<file path="src/rtl/tcc_queue.sv">
// Short command queue decoupling the front end from the back end.
module tcc_queue #(
  parameter int WIDTH = 32,
  parameter int DEPTH = 2
) (
  input  logic             clk,
  input  logic             rst,
  input  logic             push,
  input  logic [WIDTH-1:0] wdata,
  output logic             full,
  input  logic             pop,
  output logic             valid,
  output logic [WIDTH-1:0] rdata
);

  localparam int PW = $clog2(DEPTH);
  localparam int NW = $clog2(DEPTH + 1);

  logic [WIDTH-1:0] entries [DEPTH];
  logic [PW-1:0]    wptr;
  logic [PW-1:0]    rptr;
  logic [NW-1:0]    count;

  assign full  = (count == NW'(DEPTH));
  assign valid = (count != '0);
  assign rdata = entries[rptr];

  always_ff @(posedge clk) begin
    if (push) begin
      entries[wptr] <= wdata;
    end
  end

  always_ff @(posedge clk) begin
    if (rst) begin
      wptr  <= '0;
      rptr  <= '0;
      count <= '0;
    end else begin
      if (push) begin
        wptr <= (wptr == PW'(DEPTH - 1)) ? '0 : wptr + 1'b1;
      end
      if (pop) begin
        rptr <= (rptr == PW'(DEPTH - 1)) ? '0 : rptr + 1'b1;
      end
      if (push && !pop) begin
        count <= count + 1'b1;
      end else if (pop && !push) begin
        count <= count - 1'b1;
      end
    end
  end

endmodule

</file>
<file path="config.mk">
export PLATFORM = sky130hd
export DESIGN_NAME = tcc_queue
export DESIGN_NICKNAME = d
export VERILOG_FILES = /design/src/rtl/tcc_queue.sv
export SDC_FILE = /design/constraint.sdc
export NUM_CORES = 1
export LEC_CHECK = 0
export ABC_AREA = 1
export BUFFER_PORTS_ARGS = -buffer_cell sky130_fd_sc_hd__clkbuf_2
export CORE_MARGIN = 2
export CORE_UTILIZATION = 47
export DETAILED_ROUTE_END_ITERATION = 10
export PLACE_DENSITY = 0.82
export SYNTH_ARGS = -nofsm -noshare
export SYNTH_HDL_FRONTEND = slang
export SYNTH_SLANG_ARGS = --single-unit
</file>
<file path="constraint.sdc">
create_clock -name clk -period 2 [get_ports clk]
set_input_delay 0.3 -clock clk [delete_from_list [all_inputs] [get_ports clk]]
set_output_delay 0.3 -clock clk [all_outputs]
set_load 0.02 [all_outputs]
</file>
==> results of run 1 <==
-- flip-flops by register name, summed over array words and instances (netlist names), named ones only --
register,count
entries,64
count,2
rptr,1
wptr,1
-- stage by stage --
stage / utilization / hold WS [ps] / power, µW
floorplan: - / 372 / 2040
global placement: 0.563 / 490 / 2150
finish: 0.600 / 157 / 3270
global route: 0.600 / 138 / 3410
CTS: 0.600 / 142 / 3310
detailed placement: 0.563 / 495 / 2170
-- synthesized netlist by cell type --
library cell	number
edfxtp_1	64
mux2_4	30
inv_1	9
nand2_1	6
nor2_1	6
dfxtp_1	5
buf_12	3
mux2_2	2
a21oi_1	1
buf_6	1
ha_1	1
nand3_1	1
nand4_1	1
nor3_1	1
o21ai_0	1
xnor2_1	1
-- cell families after synthesis --
| group | synth area share |
|---|---|
| buf+inv | 0.0390 |
| flops | 0.751 |
| fa+ha+maj | 0.00465 |
| xor+xnor | 0.00325 |
| simple gates | 0.0228 |
| compound gates | 0.00371 |
| mux | 0.176 |
-- worst paths after layout --
check	startpoint	to	depth (start not counted)
worst min-delay path	wdata[6]	entries[0][6]	1
worst min register to register	rptr	rptr	2
worst max register to register	wptr	entries[1][7]	3
worst max-delay path	flop	rdata[11]	3
-- power by group through the flow --
stage                     registers, µW  logic (µW)  clock network, µW
final                              1690         438               1150
after global routing               1700         472               1240
after CTS                          1690         445               1180
after detailed placement           1720         444                  0
after global placement             1720         438                  0
after floorplan                    1710         328                  0
-- layout make-up --
type	instances	area, µm²	area share
Inverter	9	33.8	0.0102
Clock buffer	10	128	0.0386
Tap cell	72	90.1	0.0273
Timing Repair Buffer	72	380	0.115
Multi-Input combinational cell	51	573	0.173
Sequential cell	69	2020	0.612
Clock inverter	5	76.3	0.0231
-- routing by layer --
layer,vias up,part of all wire
li1,655,-
met1,638,0.41
met2,43,0.52
met3,9,0.049
met4,0,0.025
met5,-,0
==> run_results.csv, run 1 <==
group,metric,value,unit
status,outcome,"finished, final reports clean",
floorplanning,core_area,5510,µm²
grt,grt_max_degree,33,
grt,top_usage_layer,"met2",
placement,port_buffers,69,
logic_synthesis,syn_nets,170,
layout,fin_cells,288,
grt,gr-usage-met2,0.229,
grt,overflow,0,
routing,routed_wl,3970,µm
floorplanning,die_y,79.7,µm
grt,grt_pass1_wl,6200,µm
routing,vias,1345,
routing,drt_iter0_markers,85,
timing,finalClockSkew,8.22,ps
clock_tree,cts_sinks,69,
logic_synthesis,syn_area_per_cell,20.2,µm²
routing,drc,0,
timing,rsz0062_at_grt,"false",
power_and_ir_drop,p_sw_frac,0.220,
clock_tree,cts_setup_buffers,0,
setup_path,critical_path_class,"reg2out",
setup_path,cp_max_fo,32,
logic_synthesis,ys_seq_area_frac,0.751,
power_and_ir_drop,vdd_drop_max,568,µV
timing,setup_tns,0,ps
layout,final_cell_mix,"clkbuf_2 (69), edfxtp_1 (64), mux2_4 (30)",
floorplanning,dieArea,6350,µm²
logic_synthesis,yosysWarnings,0,
setup_path,critPathCaptureType,"primary output",
timing,fmax,572,MHz
floorplanning,row_count,27,
grt,grt_pass1_vias,1365,
layout,layout_commonest_cell,"clkbuf_2",
job,drv_cap,0,
grt,antenna_found_initial,0,
layout,nFillCells,424,
clock_tree,numCtsBuffers,9,
timing,period_minus_slack,1750,ps
layout,syn_to_final_growth,22.7,%
grt,grtUsageMet1,0.152,
setup_path,crit_chain,"buf_12 -> mux2_2 -> clkbuf_2",
power_and_ir_drop,seq_power_share,0.516,
floorplanning,initial_core_util,0.489,
layout,nets,249,
clock_tree,clockBufferDepth,2,
timing,drv_slew,0,
hold_path,worstHoldPathType,"in2reg",
clock_tree,clk_latency,330,ps
power_and_ir_drop,power_switching,719,µW
logic_synthesis,yosys.area.top_type,"edfxtp_1",
power_and_ir_drop,power.density,991,nW/µm²
layout,drive_gt1_frac,0.551,
placement,place_area,3100,µm²
setup_path,slowest_delay,380,ps
routing,wire_per_inst,13.8,µm
routing,antenna_left,0,
layout,insertedDiodeCount,0,
timing,worst_slack,252,ps
grt,grtUsageTotal,0.135,
timing,tightest_slew,438,ps
clock_tree,hold_buffers,0,
power_and_ir_drop,pwr-share-comb,0.134,
power_and_ir_drop,p_clk_frac,0.350,
placement,place_ws,585,ps
placement,dp_cells,273,
logic_synthesis,synthDistinctLibCells,16,
clock_tree,cts_root_buf,"clkbuf_8",
setup_path,crit_buf_inv,2,
logic_synthesis,synthTopCellsByArea,"edfxtp_1 (71%), mux2_4 (17%), dfxtp_1 (3.7%)",
setup_path,crit_required,1700,ps
power_and_ir_drop,total_leakage_power,0.00137,µW
setup_path,cp_slowest_cell,"mux2_2",
placement,finalWeightedCongestion,0.709,
timing,min_period_over_period,0.874,
clock_tree,path_clk_slew,70,ps
timing,setup_violations,0,
routing,viasPerCell,4.67,
setup_path,crit_arrival,1450,ps
logic_synthesis,synthDominantCellAreaShare,0.714,
setup_path,rrSetupSlack,740,ps
floorplanning,ios,70,
timing,hold_viol_final,0,
clock_tree,cts_resized,0,
power_and_ir_drop,p_int,2550,µW
layout,finalInstanceArea,3300,µm²
clock_tree,cts_tree,"built",
setup_path,critPathTopFamily,"buffers and inverters",
routing,first_pass_iters,2,
placement,hpwlAfterDp,2660,µm
logic_synthesis,synth.cell_area,2690,µm²
timing,slew_headroom,0.708,
grt,gr-usage-met3,0.0271,
setup_path,start_kind,"flop",
floorplanning,chipWidth,79.7,µm
logic_synthesis,synth_seq_cells,69,
clock_tree,htreeDepth,3,
logic_synthesis,syn_inst,133,
(Power assumes the default switching activity.)
==> inputs of run 2 (changes only) <==
Settings changed: PLACE_DENSITY 0.82 to 0.75.
==> run_results.csv, run 2 (synthesis results as in run 1) <==
group,metric,value,unit
job,drv_cap,0,
timing,slew_headroom,0.711,
routing,antenna_left,0,
clock_tree,clk_latency,320,ps
timing,drv_slew,0,
power_and_ir_drop,power.total,3290,µW
clock_tree,numCtsBuffers,9,
clock_tree,htreeDepth,3,
power_and_ir_drop,vdd_drop_max,493,µV
setup_path,crit_required,1700,ps
clock_tree,cts_sinks,69,
power_and_ir_drop,power.density,994,nW/µm²
setup_path,start_kind,"flop",
timing,setup_violations,0,
layout,syn_to_final_growth,22.8,%
grt,grtUsageTotal,0.142,
floorplanning,row_count,27,
routing,routed_wl,4170,µm
setup_path,cp_max_fo,32,
clock_tree,path_clk_slew,70,ps
routing,drt_iter0_markers,65,
setup_path,critPathCaptureType,"primary output",
floorplanning,ios,70,
layout,largest_reg_flops,64,
timing,min_period_over_period,0.880,
clock_tree,hold_buffers,0,
setup_path,ff2ff_path_depth,3,
floorplanning,dieArea,6350,µm²
timing,tightest_slew,433,ps
timing,finalClockSkew,4.63,ps
setup_path,critical_path_class,"reg2out",
grt,grt_pass1_wl,6470,µm
layout,reg_top3,"entries x64, count x2",
grt,grt_pass1_vias,1388,
timing,setup_tns,0,ps
placement,finalWeightedCongestion,0.695,
layout,nets,249,
setup_path,rrSetupSlack,730,ps
placement,port_buffers,69,
placement,hpwlAfterDp,2780,µm
clock_tree,cts_setup_buffers,0,
setup_path,crit_arrival,1460,ps
routing,first_pass_iters,2,
routing,viasPerCell,4.60,
grt,grt_max_degree,33,
timing,hold_viol_final,0,
layout,drive_gt1_frac,0.548,
timing,period_minus_slack,1760,ps
routing,wire_per_inst,14.4,µm
floorplanning,die_y,79.7,µm
layout,layout_commonest_cell,"clkbuf_2",
hold_path,whs_path_depth,1,
floorplanning,initial_core_util,0.489,
floorplanning,chipWidth,79.7,µm
clock_tree,cts_root_buf,"clkbuf_8",
clock_tree,clockBufferDepth,2,
clock_tree,cts_tree,"built",
power_and_ir_drop,total_leakage_power,0.00138,µW
timing,rsz0062_at_grt,"false",
clock_tree,cts_resized,0,
layout,insertedDiodeCount,0,
routing,drc,0,
layout,final_cell_mix,"clkbuf_2 (69), edfxtp_1 (64), mux2_4 (30)",
hold_path,worstHoldPathType,"in2reg",
grt,overflow,0,
floorplanning,core_area,5510,µm²
status,outcome,"finished, final reports clean",
grt,antenna_found_initial,0,
layout,regMostFlops,"entries",
timing,fmax,568,MHz
routing,vias,1329,
[run 2: critical path, cell delays in order, from the launching register on]
cell and delay (ps):
dfxtp_2 340, buf_12 230, mux2_2 370, clkbuf_2 160
[run 2: power breakdown]
group	internal (µW)	total (µW)	leakage, µW	switching [µW]
Combinational	199	440	0.000630	241
Clock	690	1160	0.000105	467
Sequential	1670	1690	0.000643	23.7
[run 2: metrics by stage]
step / hold WS [ps] / area (µm²) / utilization / worst slack, ps / cells
floorplan: 372 / 2700 / - / 423 / 133
global placement: 489 / 3100 / 0.563 / 601 / 273
detailed placement: 493 / 3100 / 0.563 / 591 / 273
CTS: 135 / 3310 / 0.600 / 222 / 289
global route: 141 / 3310 / 0.600 / 186 / 289
finish: 163 / 3310 / 0.600 / 240 / 289
[run 2: metal layers]
layer  vias to the layer above  wire length [µm]  track usage
li1                        653                 -            -
met1                       637              1720        0.161
met2                        33              2220        0.240
met3                         6               155       0.0294
met4                         0                68       0.0983
met5                         -                 0            0
[run 2: final timing paths]
check / from / end
max: flop / rdata[12]
min: wdata[17] / entries[1][17]
min reg2reg: rptr / flop
max reg2reg: wptr / entries[1][27]
[run 2: final cells by class]
type | instances | area, µm²
fillers | 441 | 2200
flip-flops and latches | 69 | 2020
multi-input cells | 51 | 573
repair buffers | 72 | 380
clock buffers | 10 | 128
well taps | 72 | 90.1
clock inverters | 6 | 77.6
inverters | 9 | 33.8
