## config.mk

```make
export PLATFORM = sky130hd
export DESIGN_NAME = tcc_front
export DESIGN_NICKNAME = d
export VERILOG_FILES = /design/src/rtl/tcc_pkg.sv /design/src/rtl/tcc_front.sv
export SDC_FILE = /design/constraint.sdc
export NUM_CORES = 1
export LEC_CHECK = 0
export BUFFER_PORTS_ARGS = -buffer_cell sky130_fd_sc_hd__buf_2
export CORE_AREA = 2 2 39 41
export DETAILED_ROUTE_END_ITERATION = 10
export DIE_AREA = 0 0 41 43
export PLACE_DENSITY_LB_ADDON = 0.08
export SYNTH_ARGS = -nofsm -noshare
export SYNTH_HDL_FRONTEND = slang
export SYNTH_SLANG_ARGS = --single-unit
```

## constraint.sdc

```tcl
create_clock -name vclk -period 0.98
set_input_delay 0.147 -clock vclk [all_inputs]
set_output_delay 0.147 -clock vclk [all_outputs]
set_load 0.005 [all_outputs]
```

## src/rtl/tcc_pkg.sv

```systemverilog
// Shared constants and types of the text console cursor engine.
package tcc_pkg;

  // Default screen geometry and tab width
  localparam int COLUMNS_DEF  = 80;
  localparam int ROWS_DEF     = 25;
  localparam int TAB_STEP_DEF = 8;

  // Command queue depth between front and back
  localparam int QUEUE_DEPTH = 2;

  // Fixed port widths
  localparam int MODE_W = 2;
  localparam int BYTE_W = 8;
  localparam int TCOL_W = 7;
  localparam int TROW_W = 5;
  localparam int POS_W  = 11;
  localparam int CELL_W = 16;

  // Character codes
  localparam logic [BYTE_W-1:0] CH_BACKSPACE = 8'h08;
  localparam logic [BYTE_W-1:0] CH_TAB       = 8'h09;
  localparam logic [BYTE_W-1:0] CH_LF        = 8'h0A;
  localparam logic [BYTE_W-1:0] CH_CR        = 8'h0D;
  localparam logic [BYTE_W-1:0] CH_SPACE     = 8'h20;

  localparam logic [BYTE_W-1:0] ATTR_RESET = 8'h1F;

  typedef enum logic [MODE_W-1:0] {
    MODE_PUT   = 2'd0,
    MODE_SET   = 2'd1,
    MODE_CLEAR = 2'd2,
    MODE_READ  = 2'd3
  } mode_t;

  // Classified command
  typedef enum logic [2:0] {
    OP_PRINT     = 3'd0,
    OP_NEWLINE   = 3'd1,
    OP_BACKSPACE = 3'd2,
    OP_TAB       = 3'd3,
    OP_SET       = 3'd4,
    OP_CLEAR     = 3'd5,
    OP_READ      = 3'd6
  } op_t;

  typedef enum logic [2:0] {
    ST_INIT   = 3'd0,
    ST_IDLE   = 3'd1,
    ST_READ   = 3'd2,
    ST_SCROLL = 3'd3,
    ST_FILL   = 3'd4
  } back_state_t;

endpackage

```

## src/rtl/tcc_front.sv

```systemverilog
// Front end: accepts input transactions, classifies them and saturates targets.
module tcc_front
  import tcc_pkg::*;
#(
  parameter int COLUMNS = COLUMNS_DEF,
  parameter int ROWS    = ROWS_DEF
) (
  input  logic                       in_valid,
  output logic                       in_ready,
  input  logic [MODE_W-1:0]          mode,
  input  logic [BYTE_W-1:0]          char_code,
  input  logic [TCOL_W-1:0]          target_col,
  input  logic [TROW_W-1:0]          target_row,
  input  logic                       init_done,
  input  logic                       q_full,
  output logic                       push,
  output op_t                        cmd_op,
  output logic [BYTE_W-1:0]          cmd_char,
  output logic [$clog2(COLUMNS)-1:0] cmd_col,
  output logic [$clog2(ROWS)-1:0]    cmd_row
);

  localparam int CW = $clog2(COLUMNS);
  localparam int RW = $clog2(ROWS);

  assign in_ready = init_done && !q_full;
  assign push     = in_valid && in_ready;
  assign cmd_char = char_code;

  // targets clamp to the last column / row
  always_comb begin
    if (int'(target_col) > COLUMNS - 1) begin
      cmd_col = CW'(COLUMNS - 1);
    end else begin
      cmd_col = CW'(target_col);
    end
    if (int'(target_row) > ROWS - 1) begin
      cmd_row = RW'(ROWS - 1);
    end else begin
      cmd_row = RW'(target_row);
    end
  end

  always_comb begin
    unique case (mode_t'(mode))
      MODE_PUT: begin
        unique case (char_code)
          CH_LF, CH_CR: cmd_op = OP_NEWLINE;
          CH_BACKSPACE: cmd_op = OP_BACKSPACE;
          CH_TAB:       cmd_op = OP_TAB;
          default:      cmd_op = OP_PRINT;
        endcase
      end
      MODE_SET:   cmd_op = OP_SET;
      MODE_CLEAR: cmd_op = OP_CLEAR;
      MODE_READ:  cmd_op = OP_READ;
    endcase
  end

endmodule

```

==> results of run 1 <==
-- metrics by stage --
stage / total power [mW] / area (um2) / hold WS [ns] / util, %
after floorplan: 0.0730 / 213 / 0.324 / -
after global placement: 0.166 / 427 / 0.476 / 30.8
after detailed placement: 0.165 / 427 / 0.477 / 30.8
after CTS: 0.177 / 454 / 0.470 / 32.8
after global routing: 0.192 / 454 / 0.483 / 32.8
final: 0.174 / 454 / 0.470 / 32.8
-- worst max path at each step --
stage | endpoint | from | slack [ns]
after floorplan | cmd_op[1] | char_code[4] | 0.08
after global placement | cmd_op[1] | char_code[4] | -0.23
after detailed placement | cmd_op[1] | char_code[4] | -0.28
after CTS | cmd_op[1] | char_code[4] | -0.19
after global routing | cmd_op[1] | char_code[4] | -0.21
final | cmd_op[1] | char_code[4] | -0.16
-- power groups by stage --
stage | clock [mW] | combinational (mW) | sequential, mW
6_report | 0 | 0.174 | 0
2_1_floorplan | 0 | 0.0730 | 0
3_3_place_gp | 0 | 0.166 | 0
3_5_place_dp | 0 | 0.165 | 0
4_1_cts | 0 | 0.177 | 0
5_1_grt | 0 | 0.192 | 0
-- layout by cell type, fill, tap and decap left out, drive strengths merged --
cell and instances:
o21ai 1, inv 1, nand2 2, nor2 1, o22ai 1, and2 4, nor2b 3, o41ai 1
or2 1, nand3b 1, mux2i 1, nor4 1, nand2b 4, buf 52
-- cells by family (layout without fill, tap and decap cells) --
group	Yosys count	after routing	share of synthesized area [%]
buffers and inverters	12	53	35.3
and+or+nand+nor	17	17	47.1
muxes	1	1	4.71
AOI/OAI and AO/OA	3	3	12.9
-- cell type report --
cell class	instances	area (um2)	share of cell area [%]
Tap cell	16	20.0	4.41
Multi-Input combinational cell	21	153	33.6
Timing Repair Buffer	52	278	61.2
Inverter	1	3.75	0.826
-- worst max-delay path, cell delays in order --
cell                       delay, ns
sky130_fd_sc_hd__buf_6          0.10
sky130_fd_sc_hd__nor4_4         0.26
sky130_fd_sc_hd__nand3b_1       0.13
sky130_fd_sc_hd__o41ai_2        0.20
sky130_fd_sc_hd__buf_2          0.16
-- per-layer routing --
| layer | global-route usage [%] | vias up | wire length, um | share of wire, % |
|---|---|---|---|---|
| li1 | - | 181 | - | - |
| met1 | 7.91 | 135 | 264 | 36 |
| met2 | 14.1 | 23 | 383 | 52 |
| met3 | 0.524 | 0 | 88 | 12 |
| met4 | 0 | 0 | 0 | 0 |
| met5 | 0 | - | 0 | 0 |
-- what timing repair did --
| action | CTS | global route |
|---|---|---|
| endpoints found under the setup margin | 2 | 2 |
| buffers inserted | 0 | 0 |
| gates resized for setup | 4 | 0 |
| pin swaps | 2 | 1 |
==> impl_summary.txt, run 1 <==
----------------------------------------------------
[Placement]
  Estimated wirelength of the detail-placed design ... 707 um
  Final GP Congestion ... 0.659
  Pre-CTS worst setup slack ... -0.276 ns
  Port Buf Inserts ... 50
  Placed Cells incl. Taps ... 90

[Min path]
  Cell depth of the worst hold path ... 2
  Worst min-delay path startpoint ... char_code[7]
  Worst hold path type ... in2out
  Endpoint, Worst Hold ... cmd_char[7]

[Power and ir drop]
  Maximum VDD drop ... around 0.00011 V
  Leak pwr ... 0.273 nW
  Net switching power figure ... about 0.069 mW
  Proportion of power drawn by the clock network ... 0%
  Sequential group share of total power ... 0%
  Pwr per Cell Area ... 382 nW/um2
  Power share of the combinational group ... 100.0%
  Cell-internal power ... about 0.10 mW
  Switching part of the total ... about two fifths

[Final layout]
  Fillers ... approximately 160
  Inserted Diodes ... 0
  Layout-stage area growth over the synthesis result ... 114%
  Register Area ... 0 um2
  Proportion of layout cells with a drive suffix above 1 ... about three quarters
  Number of nets in the layout ... 101
  Number of sequential cells in the layout ... 0
  Final Instance Count excl. Fillers ... 90
  Clkbuf count ... 0

[Route]
  Detail-routed net length per standard cell ... 8.18 um
  TritonRoute pass-1 iters ... 2
  DRC viols ... 0
  Number of nets still failing antenna checks after routing ... 0
  Ratio of routed vias to standard cells ... 3.77
  Number of vias in the routed layout ... 339
  DRC marker count from the first detailed-route iteration ... 1
  Sum of routed wire length over all layers ... 736 um

[Global route]
  Largest net degree at the start of global routing ... 5
  Total track usage ... under 10%
  Remaining global-route overflow ... 0
  Initial antenna violation count ... 0
  First-pass GRT wire length ... about 950 um
  Vias in the first global route ... roughly 280

[Worst setup path]
  Startpoint type of the worst setup path ... primary input
  Largest driver fanout on the critical path ... 2
  Kind of end point of the critical path ... output port
  Required arrival time at the worst endpoint ... 0.83 ns
  Critical path start-end classification ... in2out
  Critical path arrival ... 1.00 ns

[Timing]
  Crit share post-route ... 117%
  Total setup violations reported at the end of the flow ... 2
  Max Freq ... 875 MHz
  Setup repair after global routing missed its margin ... true
  Pin slew with the least headroom to its limit ... approximately 0.22 ns
  Sum Neg Setup Slack ... -0.239 ns
  Final setup slack of the worst path ... -0.163 ns
  Count of final max-slew check failures ... 0
  Hold Vio Cnt, Final ... 0
  Minimum clock period ... 1.14 ns
  Worst relative slew slack ... a little under nine tenths

[Synth]
  Post-synthesis area per instance ... between 6 and 7 um2
  Warnings, synthesis ... 0
  Mapped Area ... 213 um2
  Top cells by area in the synthesized netlist ... sky130_fd_sc_hd__buf_4, sky130_fd_sc_hd__and2_1, sky130_fd_sc_hd__nand2b_1
  Area leader, netlist ... sky130_fd_sc_hd__buf_4
  Synth Instances ... 33
  Top post-synthesis cells by count ... sky130_fd_sc_hd__buf_4, sky130_fd_sc_hd__and2_1, sky130_fd_sc_hd__nand2b_1
  Post-synthesis net count ... 58
  Number of distinct standard cells referenced by the synthesized netlist ... 15
  Share of the yosys chip area belonging to registers ... 0%
  Top cell type's share of synthesized area ... 28.2%
  Library cell with the highest instance count after synthesis ... sky130_fd_sc_hd__buf_4

[Job]
  Max-Cap Viols ... 0

[Die]
  Height of the die ... between 40 and 50 um
  Placeable core region ... 1380 um2
  Top Ports ... 50
  Die width ... slightly above 40 um
  Number of rows in the core area ... 14
  Die area ... between 1500 and 2000 um2
  Initial core utilization ... 15.4%

[Run status]
  Run status ... finished, violations left
  Violations in the final reports ... setup timing

[CTS]
  Post-CTS Hold Buffers ... 0

----------------------------------------------------
No activity file was read; power rests on OpenSTA's default activity.
==> inputs of run 2 (changes only) <==
--- a/config.mk
+++ b/config.mk
@@ -9,7 +9,7 @@
 export CORE_AREA = 2 2 39 41
 export DETAILED_ROUTE_END_ITERATION = 10
 export DIE_AREA = 0 0 41 43
-export PLACE_DENSITY_LB_ADDON = 0.08
+export PLACE_DENSITY_LB_ADDON = 0.05
 export SYNTH_ARGS = -nofsm -noshare
 export SYNTH_HDL_FRONTEND = slang
 export SYNTH_SLANG_ARGS = --single-unit
==> run 2 against run 1 <==
  * The flow still finishes with violations (setup timing)
  * Utilization unchanged
  * Worst setup slack better by 0.0091 ns
  * Power decreased by 1.1%
  * Worst hold slack better by 0.0010 ns
  * Combinational power about the same
  * Routed wire length shrank 7.2%
  * First-iteration DRC count up 100%
  * Non-clock buffer count stayed put
  * Fmax grew 0.80%
  * Critical endpoint unchanged
==> impl_summary.txt, run 2 (synthesis gave the netlist of run 1 again) <==
----------------------------------------------------
[Timing]
  Sum Neg Setup Slack ... -0.212 ns (was -0.239 ns)
  Minimum clock period ... 1.13 ns (was 1.14 ns)
  Hold Vio Cnt, Final ... 0 (unchanged)
  Count of final max-slew check failures ... 0 (unchanged)
  Total setup violations reported at the end of the flow ... 2 (unchanged)
  Crit share post-route ... 116% (was 117%)
  Setup repair after global routing missed its margin ... true (unchanged)
  Pin slew with the least headroom to its limit ... 0.218 ns (was 0.216 ns)
  Worst relative slew slack ... 85.3% (was 85.5%)
  Hold Slack ... 0.471 ns (was 0.470 ns)
  Max Freq ... 882 MHz (was 875 MHz)
  Final setup slack of the worst path ... -0.154 ns (was -0.163 ns)

[Placement]
  Pre-CTS worst setup slack ... -0.271 ns (was -0.276 ns)
  Port Buf Inserts ... 50 (unchanged)
  Placed Cells incl. Taps ... 90 (unchanged)
  Final GP Congestion ... 0.586 (was 0.659)

[Die]
  Die width ... 41 um (unchanged)
  Number of rows in the core area ... 14 (unchanged)
  Initial core utilization ... 15.4% (unchanged)
  Placeable core region ... 1380 um2 (unchanged)
  Top Ports ... 50 (unchanged)
  Height of the die ... 43 um (unchanged)
  Die area ... 1760 um2 (unchanged)

[Route]
  DRC viols ... 0 (unchanged)
  Ratio of routed vias to standard cells ... 3.77 (unchanged)
  DRC marker count from the first detailed-route iteration ... 2 (was 1)
  Number of vias in the routed layout ... 339 (unchanged)
  Number of nets still failing antenna checks after routing ... 0 (unchanged)
  Detail-routed net length per standard cell ... 7.59 um (was 8.18 um)
  Sum of routed wire length over all layers ... 683 um (was 736 um)
  TritonRoute pass-1 iters ... 2 (unchanged)

[CTS]
  Post-CTS Hold Buffers ... 0 (unchanged)
  Post-CTS Repair Setup Buffers ... 0 (unchanged)

[Power and ir drop]
  Maximum VDD drop ... 0.000107 V (was 0.000109 V)
  Leak pwr ... 0.273 nW (about the same)
  Pwr per Cell Area ... 378 nW/um2 (was 382 nW/um2)

[Final layout]
  Number of nets in the layout ... 101 (unchanged)
  Fillers ... 166 (was 161)
  Most frequent cells in the layout ... sky130_fd_sc_hd__buf_2, sky130_fd_sc_hd__and2_1, sky130_fd_sc_hd__nand2b_1 (unchanged)
  Proportion of layout cells with a drive suffix above 1 ... 74.3% (unchanged)
  Inserted Diodes ... 0 (unchanged)
  Number of sequential cells in the layout ... 0 (unchanged)
  Most frequent standard cell in the layout excluding fill and tap cells ... sky130_fd_sc_hd__buf_2 (unchanged)
  Final Instance Count excl. Fillers ... 90 (unchanged)
  Clkbuf count ... 0 (unchanged)
  Area used by multi-input combinational logic ... 153 um2 (unchanged)
  Layout-stage area growth over the synthesis result ... 114% (unchanged)
  Register Area ... 0 um2 (unchanged)

[Global route]
  Remaining global-route overflow ... 0 (unchanged)
  First-pass GRT wire length ... 917 um (was 945 um)
  Initial antenna violation count ... 0 (unchanged)
  Total track usage ... 6.79% (was 7.09%)
  Largest net degree at the start of global routing ... 5 (unchanged)
  Vias in the first global route ... 261 (was 278)

[Worst setup path]
  Kind of end point of the critical path ... output port (unchanged)
  Largest driver fanout on the critical path ... 2 (unchanged)
  Startpoint type of the worst setup path ... primary input (unchanged)
  Launching instance or port of the critical path ... char_code[4] (unchanged)
  Buf+Inv Stages, Crit Path ... 2 (unchanged)
  Largest stage delay, worst path ... 0.25 ns (was 0.26 ns)
  WP depth ... 5 (unchanged)
  Critical path's slowest cell ... sky130_fd_sc_hd__nor4_4 (unchanged)
  Critical Path Sink ... cmd_op[1] (unchanged)
  Critical path start-end classification ... in2out (unchanged)
  Sequence of cells on the critical path ... buf_6 > nor4_4 > nand3b_1 > o41ai_2 > buf_2 (unchanged)
  Required arrival time at the worst endpoint ... 0.83 ns (about the same)
  Top Family by Delay on Critical Path ... simple AND/OR/NAND/NOR gates (unchanged)
  Critical path arrival ... 0.99 ns (was 1.00 ns)

[Job]
  Max-Cap Viols ... 0 (unchanged)

[Run status]
  Violations in the final reports ... setup timing (unchanged)
  Run status ... finished, violations left (unchanged)

[Min path]
  Worst hold path type ... in2out (unchanged)

----------------------------------------------------
## run 2: cell counts in the layout (fill, tap and decap cells not counted)
No cell type changed its count.
## run 2: cell type report
| type | count | share of cell area [%] |
|---|---|---|
| multi-input cells | 21 | 33.6 |
| inverters | 1 | 0.826 |
| well taps | 16 | 4.41 |
| repair buffers | 52 | 61.2 |
## run 2: worst min-delay path by stage
stage,start,to,slack [ns],depth (start not counted)
after global placement,target_row[3],cmd_row[3],0.48,2
after floorplan,target_col[6],cmd_col[4],0.32,1
after detailed placement,target_row[3],cmd_row[3],0.48,2
final,char_code[4],cmd_char[4],0.47,2
after CTS,char_code[4],cmd_char[4],0.47,2
after global routing,char_code[4],cmd_char[4],0.48,2
## run 2: repair_timing
action                                 CTS  global route
pin swaps                                2             0
endpoints found under the hold margin    0             0
setup endpoints to repair                2             2
resized for setup                        4             0
## run 2: stage by stage
step	area (um2)	util, %	power [mW]
after detailed placement	427	30.8	0.164
after global routing	454	32.8	0.192
after global placement	427	30.8	0.166
after CTS	454	32.8	0.176
after floorplan	213	-	0.0730
final	454	32.8	0.172
## run 2: report_power, final
part	internal, mW	switching, mW	total (mW)
registers	0	0	0
clock network	0	0	0
logic	0.105	0.0668	0.172
## run 2: per-layer routing
metal  vias to the layer above  global-route usage (%)  routed length [um]
met5                         -                       0                   0
met4                         0                       0                   0
met3                         0                       0                  78
met2                        21                    14.4                 388
met1                       138                    6.96                 216
li1                        180                       -                   -
